<file path="src/design/greedy_column_rank_balancer_assert.svh">
// ----------------------------------------------------------------------------
// greedy_column_rank_balancer_assert.svh
// Assertion macros shared by the balancer RTL.
// ----------------------------------------------------------------------------
`ifndef GREEDY_COLUMN_RANK_BALANCER_ASSERT_SVH
`define GREEDY_COLUMN_RANK_BALANCER_ASSERT_SVH

// Same-cycle implication, disabled while reset is low.
`define GCRB_ASSERT_IMP(label, clk, rstn, ante, cons) \
    label: assert property (@(posedge clk) disable iff (!(rstn)) (ante) |-> (cons)) \
        else $error("gcrb check failed");

// Next-cycle implication, disabled while reset is low.
`define GCRB_ASSERT_NEXT(label, clk, rstn, ante, cons) \
    label: assert property (@(posedge clk) disable iff (!(rstn)) (ante) |=> (cons)) \
        else $error("gcrb check failed");

`endif

</file>
<file path="src/design/gcrb_pkg.sv">
// ----------------------------------------------------------------------------
// gcrb_pkg
// Shared types and fixed field widths of the column rank balancer.
// ----------------------------------------------------------------------------
package gcrb_pkg;

    localparam int ElemW    = 32;
    localparam int ColW     = 21;
    localparam int RankOutW = 6;
    localparam int SizeW    = 13;
    localparam int CfgW     = 7;
    localparam int SDataW   = 24;
    localparam int SUserW   = 2;
    localparam int MDataW   = 64;
    localparam int MPadW    = MDataW - (RankOutW + ColW + ElemW);

    localparam logic [ColW-1:0] ColTotalMax = '1;

    typedef enum logic [2:0] {
        ST_IDLE,
        ST_SCAN,
        ST_DRAIN,
        ST_FETCH,
        ST_UPDATE
    } state_t;

    // per-rank totals as held in the table
    typedef struct packed {
        logic [ElemW-1:0] elem;
        logic [ColW-1:0]  col;
    } totals_t;

    // sequencer to compare unit
    typedef struct packed {
        logic start;
        logic cmp_en;
    } scan_ctl_t;

endpackage

</file>
<file path="src/design/gcrb_total_mem.sv">
// ----------------------------------------------------------------------------
// gcrb_total_mem
// Per-rank totals table: one write port, one registered read port, and
// valid bits so that clear needs no pass over the entries.
// ----------------------------------------------------------------------------
module gcrb_total_mem #(
    parameter int RANKS_MAX = 64,
    localparam int IW = (RANKS_MAX > 1) ? $clog2(RANKS_MAX) : 1
) (
    input  logic              aclk,
    input  logic              aresetn,
    input  logic              clr,
    input  logic              rd_en,
    input  logic [IW-1:0]     rd_addr,
    output gcrb_pkg::totals_t rd_data,
    input  logic              wr_en,
    input  logic [IW-1:0]     wr_addr,
    input  gcrb_pkg::totals_t wr_data
);

    gcrb_pkg::totals_t      total_mem [RANKS_MAX];
    gcrb_pkg::totals_t      rd_raw_reg;
    logic                   rd_hit_reg;
    logic [RANKS_MAX-1:0]   valid_reg;
    logic [RANKS_MAX-1:0]   valid_next;

    always_ff @(posedge aclk) begin
        if (wr_en) begin
            total_mem[wr_addr] <= wr_data;
        end
    end

    always_ff @(posedge aclk) begin
        if (rd_en) begin
            rd_raw_reg <= total_mem[rd_addr];
            rd_hit_reg <= valid_reg[rd_addr];
        end
    end

    // unwritten entries read as zero
    assign rd_data = rd_hit_reg ? rd_raw_reg : '0;

    always_comb begin
        valid_next = valid_reg;
        if (clr) begin
            valid_next = '0;
        end
        if (wr_en) begin
            valid_next[wr_addr] = 1'b1;
        end
    end

    always_ff @(posedge aclk) begin
        if (!aresetn) begin
            valid_reg <= '0;
        end else begin
            valid_reg <= valid_next;
        end
    end

endmodule

</file>
<file path="src/design/gcrb_scan_unit.sv">
// ----------------------------------------------------------------------------
// gcrb_scan_unit
// Shared compare unit: keeps the least element total seen in a scan.
// ----------------------------------------------------------------------------
module gcrb_scan_unit #(
    parameter int RANKS_MAX = 64,
    localparam int IW = (RANKS_MAX > 1) ? $clog2(RANKS_MAX) : 1
) (
    input  logic                       aclk,
    input  logic                       aresetn,
    input  gcrb_pkg::scan_ctl_t        ctl,
    input  logic [IW-1:0]              cmp_idx,
    input  logic [gcrb_pkg::ElemW-1:0] cmp_val,
    output logic [IW-1:0]              best_idx
);

    logic                       found_reg;
    logic [IW-1:0]              best_idx_reg;
    logic [gcrb_pkg::ElemW-1:0] best_val_reg;
    logic                       take;

    // strict less-than over ascending ranks keeps the lowest on a tie
    assign take     = ctl.cmp_en && (!found_reg || (cmp_val < best_val_reg));
    assign best_idx = best_idx_reg;

    always_ff @(posedge aclk) begin
        if (!aresetn) begin
            found_reg <= 1'b0;
        end else if (ctl.start) begin
            found_reg <= 1'b0;
        end else if (take) begin
            found_reg <= 1'b1;
        end
    end

    always_ff @(posedge aclk) begin
        if (take) begin
            best_idx_reg <= cmp_idx;
            best_val_reg <= cmp_val;
        end
    end

endmodule

</file>
<file path="src/design/greedy_column_rank_balancer.sv">
// ----------------------------------------------------------------------------
// greedy_column_rank_balancer
// Greedy least-loaded assignment of work columns to ranks.
//
// Each input word is one column with its element count. A forced column goes
// to the rank it carries; any other column goes to the rank with the least
// element total among the ranks still open in the current round (lowest rank
// wins a tie), and that rank then leaves the round. An empty round refills
// with every configured rank. One result word per input word reports the
// rank and its column and element totals after the update; a forced rank at
// or above the rank count is flagged in m_tuser and writes no totals. A greedy
// column scans the n effective ranks through the single read port of the
// totals table, one rank per cycle to the shared comparator; a forced column
// skips the scan, and a bad forced rank skips the table read as well.
// One column is in flight at a time. A finished result sits in the output
// register, so the next column is accepted while it waits. Totals clear on
// reset or new_set via valid bits, with no clearing pass. num_ranks of 0 acts
// as 1, above RANKS_MAX as RANKS_MAX; write it only while the block is idle.
// ----------------------------------------------------------------------------
module greedy_column_rank_balancer #(
    parameter int RANKS_MAX = 64
) (
    input  logic                         aclk,
    input  logic                         aresetn,
    // configuration: num_ranks
    input  logic                         cfg_valid,
    output logic                         cfg_ready,
    input  logic [gcrb_pkg::CfgW-1:0]    cfg_data,
    // input columns
    input  logic                         s_tvalid,
    output logic                         s_tready,
    input  logic [gcrb_pkg::SDataW-1:0]  s_tdata,  // [5:0] forced_rank, [18:6] column_size
    input  logic [gcrb_pkg::SUserW-1:0]  s_tuser,  // [0] new_set, [1] forced
    // results
    output logic                         m_tvalid,
    input  logic                         m_tready,
    output logic [gcrb_pkg::MDataW-1:0]  m_tdata,  // [5:0] assigned_rank,
                                                   // [26:6] rank_column_total,
                                                   // [58:27] rank_element_total
    output logic                         m_tuser   // bad_rank
);

`include "greedy_column_rank_balancer_assert.svh"

    localparam int IW = (RANKS_MAX > 1) ? $clog2(RANKS_MAX) : 1;
    localparam int CW = $clog2(RANKS_MAX + 1);
    localparam int NW = (CW > gcrb_pkg::CfgW) ? CW : gcrb_pkg::CfgW;
    localparam int XW = (IW > gcrb_pkg::RankOutW) ? IW : gcrb_pkg::RankOutW;

    // ---------------- input field split ----------------
    logic                          in_new_set;
    logic                          in_forced;
    logic [gcrb_pkg::RankOutW-1:0] in_frank;
    logic [gcrb_pkg::SizeW-1:0]    in_size;

    assign in_new_set = s_tuser[0];
    assign in_forced  = s_tuser[1];
    assign in_frank   = s_tdata[5:0];
    assign in_size    = s_tdata[18:6];

    // ---------------- registers ----------------
    gcrb_pkg::state_t              state_reg, state_next;
    logic [gcrb_pkg::CfgW-1:0]     num_ranks_reg;
    logic [RANKS_MAX-1:0]          round_reg, round_next;
    logic [RANKS_MAX-1:0]          elig_reg, elig_next;
    logic [CW-1:0]                 cnt_reg, cnt_next;
    logic                          pend_reg, pend_next;
    logic [IW-1:0]                 pend_idx_reg, pend_idx_next;
    logic [IW-1:0]                 rank_reg, rank_next;
    logic                          forced_reg, forced_next;
    logic                          bad_reg, bad_next;
    logic [gcrb_pkg::RankOutW-1:0] frank_reg, frank_next;
    logic [gcrb_pkg::SizeW-1:0]    size_reg, size_next;
    logic                          out_valid_reg, out_valid_next;
    logic [gcrb_pkg::MDataW-1:0]   out_data_reg, out_data_next;
    logic                          out_bad_reg, out_bad_next;

    // ---------------- shared signals ----------------
    logic                          accept;
    logic                          out_free;
    logic [CW-1:0]                 n_eff;
    logic [NW-1:0]                 num_x;
    logic [RANKS_MAX-1:0]          rank_mask;
    logic [RANKS_MAX-1:0]          round_after;
    logic [RANKS_MAX-1:0]          avail;
    logic                          refill;
    logic                          bad_in;
    logic                          last_issue;

    logic                          clr;
    logic                          rd_en;
    logic [IW-1:0]                 rd_addr;
    gcrb_pkg::totals_t             rd_data;
    logic                          wr_en;
    gcrb_pkg::totals_t             wr_data;
    gcrb_pkg::scan_ctl_t           scan_ctl;
    logic [IW-1:0]                 best_idx;
    logic [IW-1:0]                 sel_rank;
    logic [gcrb_pkg::ElemW:0]      sum_wide;
    logic [gcrb_pkg::ElemW-1:0]    new_elem;
    logic [gcrb_pkg::ColW-1:0]     new_col;
    logic [XW-1:0]                 rank_x;

    assign accept    = s_tvalid && s_tready;
    assign s_tready  = (state_reg == gcrb_pkg::ST_IDLE);
    assign cfg_ready = 1'b1;
    assign out_free  = !out_valid_reg || m_tready;

    assign m_tvalid = out_valid_reg;
    assign m_tdata  = out_data_reg;
    assign m_tuser  = out_bad_reg;

    // effective rank count, clamped to 1..RANKS_MAX
    always_comb begin
        num_x = NW'(num_ranks_reg);
        if (num_x == '0) begin
            n_eff = CW'(1);
        end else if (num_x > NW'(RANKS_MAX)) begin
            n_eff = CW'(RANKS_MAX);
        end else begin
            n_eff = CW'(num_x);
        end
    end

    always_comb begin
        for (int i = 0; i < RANKS_MAX; i++) begin
            rank_mask[i] = (i < int'(n_eff));
        end
    end

    // round as seen by an incoming column, after an optional new_set
    assign round_after = in_new_set ? '0 : round_reg;
    assign avail       = round_after & rank_mask;
    assign refill      = (avail == '0);
    assign bad_in      = !(NW'(in_frank) < NW'(n_eff));
    assign last_issue  = (cnt_reg == (n_eff - CW'(1)));
    assign sel_rank    = forced_reg ? rank_reg : best_idx;

    // saturating updates of the fetched totals
    assign sum_wide = {1'b0, rd_data.elem} + (gcrb_pkg::ElemW + 1)'(size_reg);
    assign new_elem = sum_wide[gcrb_pkg::ElemW] ? '1 : sum_wide[gcrb_pkg::ElemW-1:0];
    assign new_col  = (rd_data.col == gcrb_pkg::ColTotalMax) ? rd_data.col
                                                               : rd_data.col + 1'b1;
    assign rank_x   = XW'(rank_reg);
    assign wr_data  = '{elem: new_elem, col: new_col};

    // ---------------- next state ----------------
    always_comb begin
        state_next = state_reg;
        unique case (state_reg)
            gcrb_pkg::ST_IDLE: begin
                if (accept) begin
                    if (!in_forced) begin
                        state_next = gcrb_pkg::ST_SCAN;
                    end else if (bad_in) begin
                        state_next = gcrb_pkg::ST_UPDATE;
                    end else begin
                        state_next = gcrb_pkg::ST_FETCH;
                    end
                end
            end
            gcrb_pkg::ST_SCAN: begin
                if (last_issue) begin
                    state_next = gcrb_pkg::ST_DRAIN;
                end
            end
            gcrb_pkg::ST_DRAIN:  state_next = gcrb_pkg::ST_FETCH;
            gcrb_pkg::ST_FETCH:  state_next = gcrb_pkg::ST_UPDATE;
            gcrb_pkg::ST_UPDATE: begin
                if (out_free) begin
                    state_next = gcrb_pkg::ST_IDLE;
                end
            end
            default: state_next = gcrb_pkg::ST_IDLE;
        endcase
    end

    // ---------------- datapath control ----------------
    always_comb begin
        round_next     = round_reg;
        elig_next      = elig_reg;
        cnt_next       = cnt_reg;
        pend_next      = 1'b0;
        pend_idx_next  = pend_idx_reg;
        rank_next      = rank_reg;
        forced_next    = forced_reg;
        bad_next       = bad_reg;
        frank_next     = frank_reg;
        size_next      = size_reg;
        out_valid_next = out_valid_reg && !m_tready;
        out_data_next  = out_data_reg;
        out_bad_next   = out_bad_reg;
        clr            = 1'b0;
        rd_en          = 1'b0;
        rd_addr        = cnt_reg[IW-1:0];
        wr_en          = 1'b0;
        scan_ctl.start = 1'b0;
        // the compare happens in the cycle after the read
        scan_ctl.cmp_en = pend_reg && elig_reg[pend_idx_reg];

        unique case (state_reg)
            gcrb_pkg::ST_IDLE: begin
                if (accept) begin
                    clr         = in_new_set;
                    round_next  = round_after;
                    frank_next  = in_frank;
                    size_next   = in_size;
                    forced_next = in_forced;
                    bad_next    = in_forced && bad_in;
                    rank_next   = IW'(in_frank);
                    if (!in_forced) begin
                        scan_ctl.start = 1'b1;
                        cnt_next       = '0;
                        elig_next      = refill ? rank_mask : avail;
                        if (refill) begin
                            round_next = round_after | rank_mask;
                        end
                    end
                end
            end
            gcrb_pkg::ST_SCAN: begin
                rd_en         = 1'b1;
                rd_addr       = cnt_reg[IW-1:0];
                pend_next     = 1'b1;
                pend_idx_next = cnt_reg[IW-1:0];
                cnt_next      = cnt_reg + CW'(1);
            end
            gcrb_pkg::ST_DRAIN: begin
            end
            gcrb_pkg::ST_FETCH: begin
                rank_next = sel_rank;
                rd_en     = 1'b1;
                rd_addr   = sel_rank;
                if (!forced_reg) begin
                    round_next[sel_rank] = 1'b0;
                end
            end
            gcrb_pkg::ST_UPDATE: begin
                if (out_free) begin
                    out_valid_next = 1'b1;
                    out_bad_next   = bad_reg;
                    if (bad_reg) begin
                        out_data_next = {{(gcrb_pkg::MDataW - gcrb_pkg::RankOutW){1'b0}},
                                         frank_reg};
                    end else begin
                        wr_en         = 1'b1;
                        out_data_next = {{gcrb_pkg::MPadW{1'b0}}, new_elem, new_col,
                                         rank_x[gcrb_pkg::RankOutW-1:0]};
                    end
                end
            end
            default: begin
            end
        endcase
    end

    // ---------------- registers ----------------
    always_ff @(posedge aclk) begin
        if (!aresetn) begin
            state_reg     <= gcrb_pkg::ST_IDLE;
            num_ranks_reg <= gcrb_pkg::CfgW'(1);
            round_reg     <= '0;
            pend_reg      <= 1'b0;
            out_valid_reg <= 1'b0;
        end else begin
            state_reg     <= state_next;
            round_reg     <= round_next;
            pend_reg      <= pend_next;
            out_valid_reg <= out_valid_next;
            if (cfg_valid && cfg_ready) begin
                num_ranks_reg <= cfg_data;
            end
        end
    end

    always_ff @(posedge aclk) begin
        elig_reg     <= elig_next;
        cnt_reg      <= cnt_next;
        pend_idx_reg <= pend_idx_next;
        rank_reg     <= rank_next;
        forced_reg   <= forced_next;
        bad_reg      <= bad_next;
        frank_reg    <= frank_next;
        size_reg     <= size_next;
        out_data_reg <= out_data_next;
        out_bad_reg  <= out_bad_next;
    end

    // ---------------- units ----------------
    gcrb_total_mem #(
        .RANKS_MAX (RANKS_MAX)
    ) u_total_mem (
        .aclk    (aclk),
        .aresetn (aresetn),
        .clr     (clr),
        .rd_en   (rd_en),
        .rd_addr (rd_addr),
        .rd_data (rd_data),
        .wr_en   (wr_en),
        .wr_addr (rank_reg),
        .wr_data (wr_data)
    );

    gcrb_scan_unit #(
        .RANKS_MAX (RANKS_MAX)
    ) u_scan_unit (
        .aclk     (aclk),
        .aresetn  (aresetn),
        .ctl      (scan_ctl),
        .cmp_idx  (pend_idx_reg),
        .cmp_val  (rd_data.elem),
        .best_idx (best_idx)
    );

    // ---------------- checks ----------------
    // one column in flight: an accepted column always closes the input
    `GCRB_ASSERT_NEXT(a_one_in_flight, aclk, aresetn, accept, !s_tready)
    // the scan never reads past the configured ranks
    `GCRB_ASSERT_IMP(a_scan_bound, aclk, aresetn, state_reg == gcrb_pkg::ST_SCAN, cnt_reg < n_eff)
    // totals are only written for a rank in range
    `GCRB_ASSERT_IMP(a_write_in_range, aclk, aresetn, wr_en, int'(rank_reg) < int'(n_eff))
    // a flagged result carries no totals
    `GCRB_ASSERT_IMP(a_bad_no_totals, aclk, aresetn, out_valid_reg && out_bad_reg, out_data_reg[58:6] == '0)
    // a greedy pick leaves the round
    `GCRB_ASSERT_NEXT(a_pick_leaves_round, aclk, aresetn, state_reg == gcrb_pkg::ST_FETCH && !forced_reg, !round_reg[rank_reg])

endmodule
</file>
<file path="config.mk">
export PLATFORM = sky130hd
export DESIGN_NAME = greedy_column_rank_balancer
export DESIGN_NICKNAME = d
export VERILOG_FILES = /design/src/design/gcrb_pkg.sv /design/src/design/gcrb_total_mem.sv /design/src/design/gcrb_scan_unit.sv /design/src/design/greedy_column_rank_balancer.sv
export VERILOG_INCLUDE_DIRS = /design/src /design/src/design
export SDC_FILE = /design/constraint.sdc
export NUM_CORES = 2
export LEC_CHECK = 0
export ABC_AREA = 1
export BUFFER_PORTS_ARGS = -buffer_cell sky130_fd_sc_hd__buf_2
export CORE_MARGIN = 2
export CORE_UTILIZATION = 35
export DETAILED_ROUTE_END_ITERATION = 8
export GPL_TIMING_DRIVEN = 0
export PLACE_DENSITY_LB_ADDON = 0.2
export SYNTH_ARGS = -nofsm -noshare
export SYNTH_HDL_FRONTEND = slang
export SYNTH_HIERARCHICAL = 1
export SYNTH_SLANG_ARGS = --single-unit
export TNS_END_PERCENT = 20
</file>
<file path="constraint.sdc">
create_clock -name aclk -period 5.3 [get_ports aclk]
set_input_delay 0 -clock aclk [delete_from_list [all_inputs] [get_ports aclk]]
set_output_delay 0 -clock aclk [all_outputs]
set_load 0.05 [all_outputs]
</file>
==> results.md <==
- Status: complete, but fails checks
- Failing checks: setup timing
- Final min period: approximately 5.5 ns
- Final HPWL DP: 492,000 µm
- Die height: between 600 and 700 µm
- Final Slew Violations: 0
- GP Congestion: 1.03
- First-pass GRT wire length: 930,000 µm
- Cell total after placement: 20,373
- Ys async rst share: 0
- EDFF count, synth: approximately 3,600
- Clock buffer depth: 4
- Most frequent cells in the layout: 4,449 x nand2_1, 3,648 x edfxtp_1, 3,351 x nand3_1
- Clk slew on worst S/H paths: 0.06 ns
- Leakage power: about 68 nW
- DR vias: 120,870
- Mapped cell area: 158,000 µm²
- WS Path Type: flop to flop
- Sink Count: 3,789
- Rows: 246
- 1st-iter DRT viols: ~19,000
- Synth warn: 6
- Clock skew: 0.121 ns
- Crit path arrival time: 6.15 ns
- Worst hold slack: 0.0953 ns
- Chip width: roughly 680 µm
- Hold WC Path Type: input pin to flop
- Number of flip-flops in the largest register: approximately 3,400
- Largest net degree at the start of global routing: 65
- Critical Path Start Type: flop
- Tot GR Track Use: 0.298
- Max-slew headroom: 0.0485
- Starting density of the core: 0.352
- Vias in the first global route: 108,012
- Placed inst area: 173,000 µm²
- Syn avg cell area: 11.3 µm²
- RSZ-0062 raised after global routing: false
- Clock H-tree levels: 5
- CTS tree: built
- Commonest non-fill, non-tap cell in the layout: nand2_1
- Final Hold Fails: 0
- Share of cells above drive strength 1: 0.114
- Req. time, crit path: 5.98 ns
- Crit. Startpoint: forced_reg$_DFFE_PP_
- Final instance area: 187,000 µm²
- Max Fclk: 183 MHz
- DR pass1 iterations: 7
- Non-filler cells in the finished layout: 21,237
- Synth Flop Type: edfxtp_1
- Port Buffers: 93
- Root buffer cell: clkbuf_16
- Peak supply drop: 0.807 mV
- Critical R2R Launch: forced_reg$_DFFE_PP_
- Fin Setup TNS: -0.574 ns
- DRT Wirelength: between 600,000 and 700,000 µm
- Initial antenna violation count: slightly below 80
- Worst-margin pin slew: 1.42 ns
- NumNets Final: 15,007
- Post-DRT Antenna Nets: 0
- Crit path capture type: flop
- Area grow syn2layout: 18.5%
- Worst-skew pair later-pin latency: 1.02 ns
- DRC violations left: 0
- CP max FO: 10
- CTS Buf Count: 413
- Fin crit share: 1.03
- Num ports: 106
- Post-synthesis sequential area ratio: 0.711
- Core Region: about 450,000 µm²
- Post-place setup slack: -2.73 ns
- Worst min-delay path startpoint: s_tdata[0]
- Count of cell types in the netlist: 47
- Grt total ovfl: 0
- # setup viols final: 8
- Post-Syn Instances: 14,030
- Setup ws final: -0.174 ns
- Via-to-Cell Ratio: 5.69
- Routed WL per cell: 32.9 µm
- Die Area: roughly 460,000 µm²
- FF+latch count, synth: approximately 3,800
- Largest Register: u_total_mem/total_mem
- Pwr dens: around 670 nW/µm²
- Max Cap Viol: 0
cells in the mapped netlist (4+ instances only):
library cell / number / area [µm²]
clkinv_1: 6 / 22.5
inv_2: 19 / 71.3
xnor2_1: 10 / 87.6
clkbuf_1: 218 / 818
inv_1: 376 / 1410
buf_2: 399 / 2000
edfxtp_1: 3648 / 110000
o22ai_1: 10 / 62.6
buf_4: 122 / 916
nand4_1: 25 / 156
buf_1: 97 / 364
a31oi_1: 6 / 37.5
or2_2: 8 / 50.1
xor2_1: 28 / 245
o211ai_1: 5 / 37.5
o21ai_0: 148 / 741
o21ai_1: 14 / 70.1
a21oi_1: 269 / 1350
nor2_1: 434 / 1630
o21a_1: 4 / 30.0
nand3_1: 3369 / 16900
buf_6: 38 / 428
dfxtp_1: 141 / 2820
a21oi_2: 5 / 43.8
nor4_1: 10 / 62.6
ha_1: 51 / 638
nor3_1: 39 / 195
nand3b_1: 14 / 105
nand2_1: 4483 / 16800
o221ai_1: 8 / 70.1
timing repair:
| item | 4_1_cts | 5_1_grt |
|---|---|---|
| buffers inserted | 7 | 3 |
| gates resized for setup | 71 | 71 |
| pin swaps | 1 | 1 |
| hold buffers | 75 | 0 |
| endpoints found under the setup margin | 2184 | 918 |
| hold endpoints to repair | 134 | 0 |
routing by layer:
metal / track usage / up-vias / share of wire
met5: 0 / - / 0.00011
met4: 0.167 / 14 / 0.066
met3: 0.0714 / 1505 / 0.12
met2: 0.450 / 7856 / 0.44
met1: 0.394 / 60453 / 0.38
li1: - / 51042 / -
critical path: stages (launching register included):
cell	delay, ns
edfxtp_1	0.37
clkbuf_1	0.31
nand2_1	0.09
o21ai_0	0.22
inv_1	0.24
nand2_1	0.17
o21ai_0	0.13
buf_4	0.37
inv_2	0.51
buf_2	0.54
buf_2	0.54
nand3_1	0.33
nand3_1	0.37
nand2_1	0.09
nand2_1	0.49
nand2_1	0.29
stage by stage:
step                      power (W)   util
after floorplan              0.0659      -
after global placement       0.0914  0.369
after detailed placement     0.0952  0.386
after CTS                     0.123  0.416
after global routing          0.127  0.417
final                         0.125  0.417
final timing paths:
check | to | slack, ns | depth (start not counted)
setup reg to reg | u_total_mem/rd_raw_reg[35]$_DFFE_PP_ | -0.17 | 15
setup / recovery | u_total_mem/rd_raw_reg[35]$_DFFE_PP_ | -0.17 | 15
hold reg to reg | pend_idx_reg[3]$_DFFE_PP_ | 0.46 | 0
hold / removal | rank_reg[0]$_DFFE_PP_ | 0.1 | 4
area by class of cell:
| class | count | area (µm²) |
|---|---|---|
| Clock inverter | 192 | 1490 |
| Sequential cell | 3789 | 112000 |
| Tap cell | 5952 | 7450 |
| Antenna cell | 41 | 103 |
| Clock buffer | 550 | 11100 |
| Multi-Input combinational cell | 8967 | 40600 |
| Inverter | 402 | 1540 |
| Buffer | 872 | 4760 |
| Timing Repair Buffer | 472 | 7800 |
| Fill cell | 42158 | 262000 |
kinds of logic after synthesis:
logic type	after synthesis	share of synthesized area
XOR/XNOR	38	0.00211
adder cells (fa/ha/maj)	52	0.00417
AND/OR/NAND/NOR	8394	0.228
flip-flops	3789	0.711
AO/OA/AOI/OAI	477	0.0158
buffers and inverters	1278	0.0384
other	2	0.0000476
report_power, final:
part	leakage (nW)	switching, W	total [W]	internal (W)
logic	27.4	0.0448	0.0569	0.0121
registers	34.4	0.000466	0.0402	0.0397
clock network	6.14	0.0121	0.0277	0.0156
(Power assumes the default switching activity.)
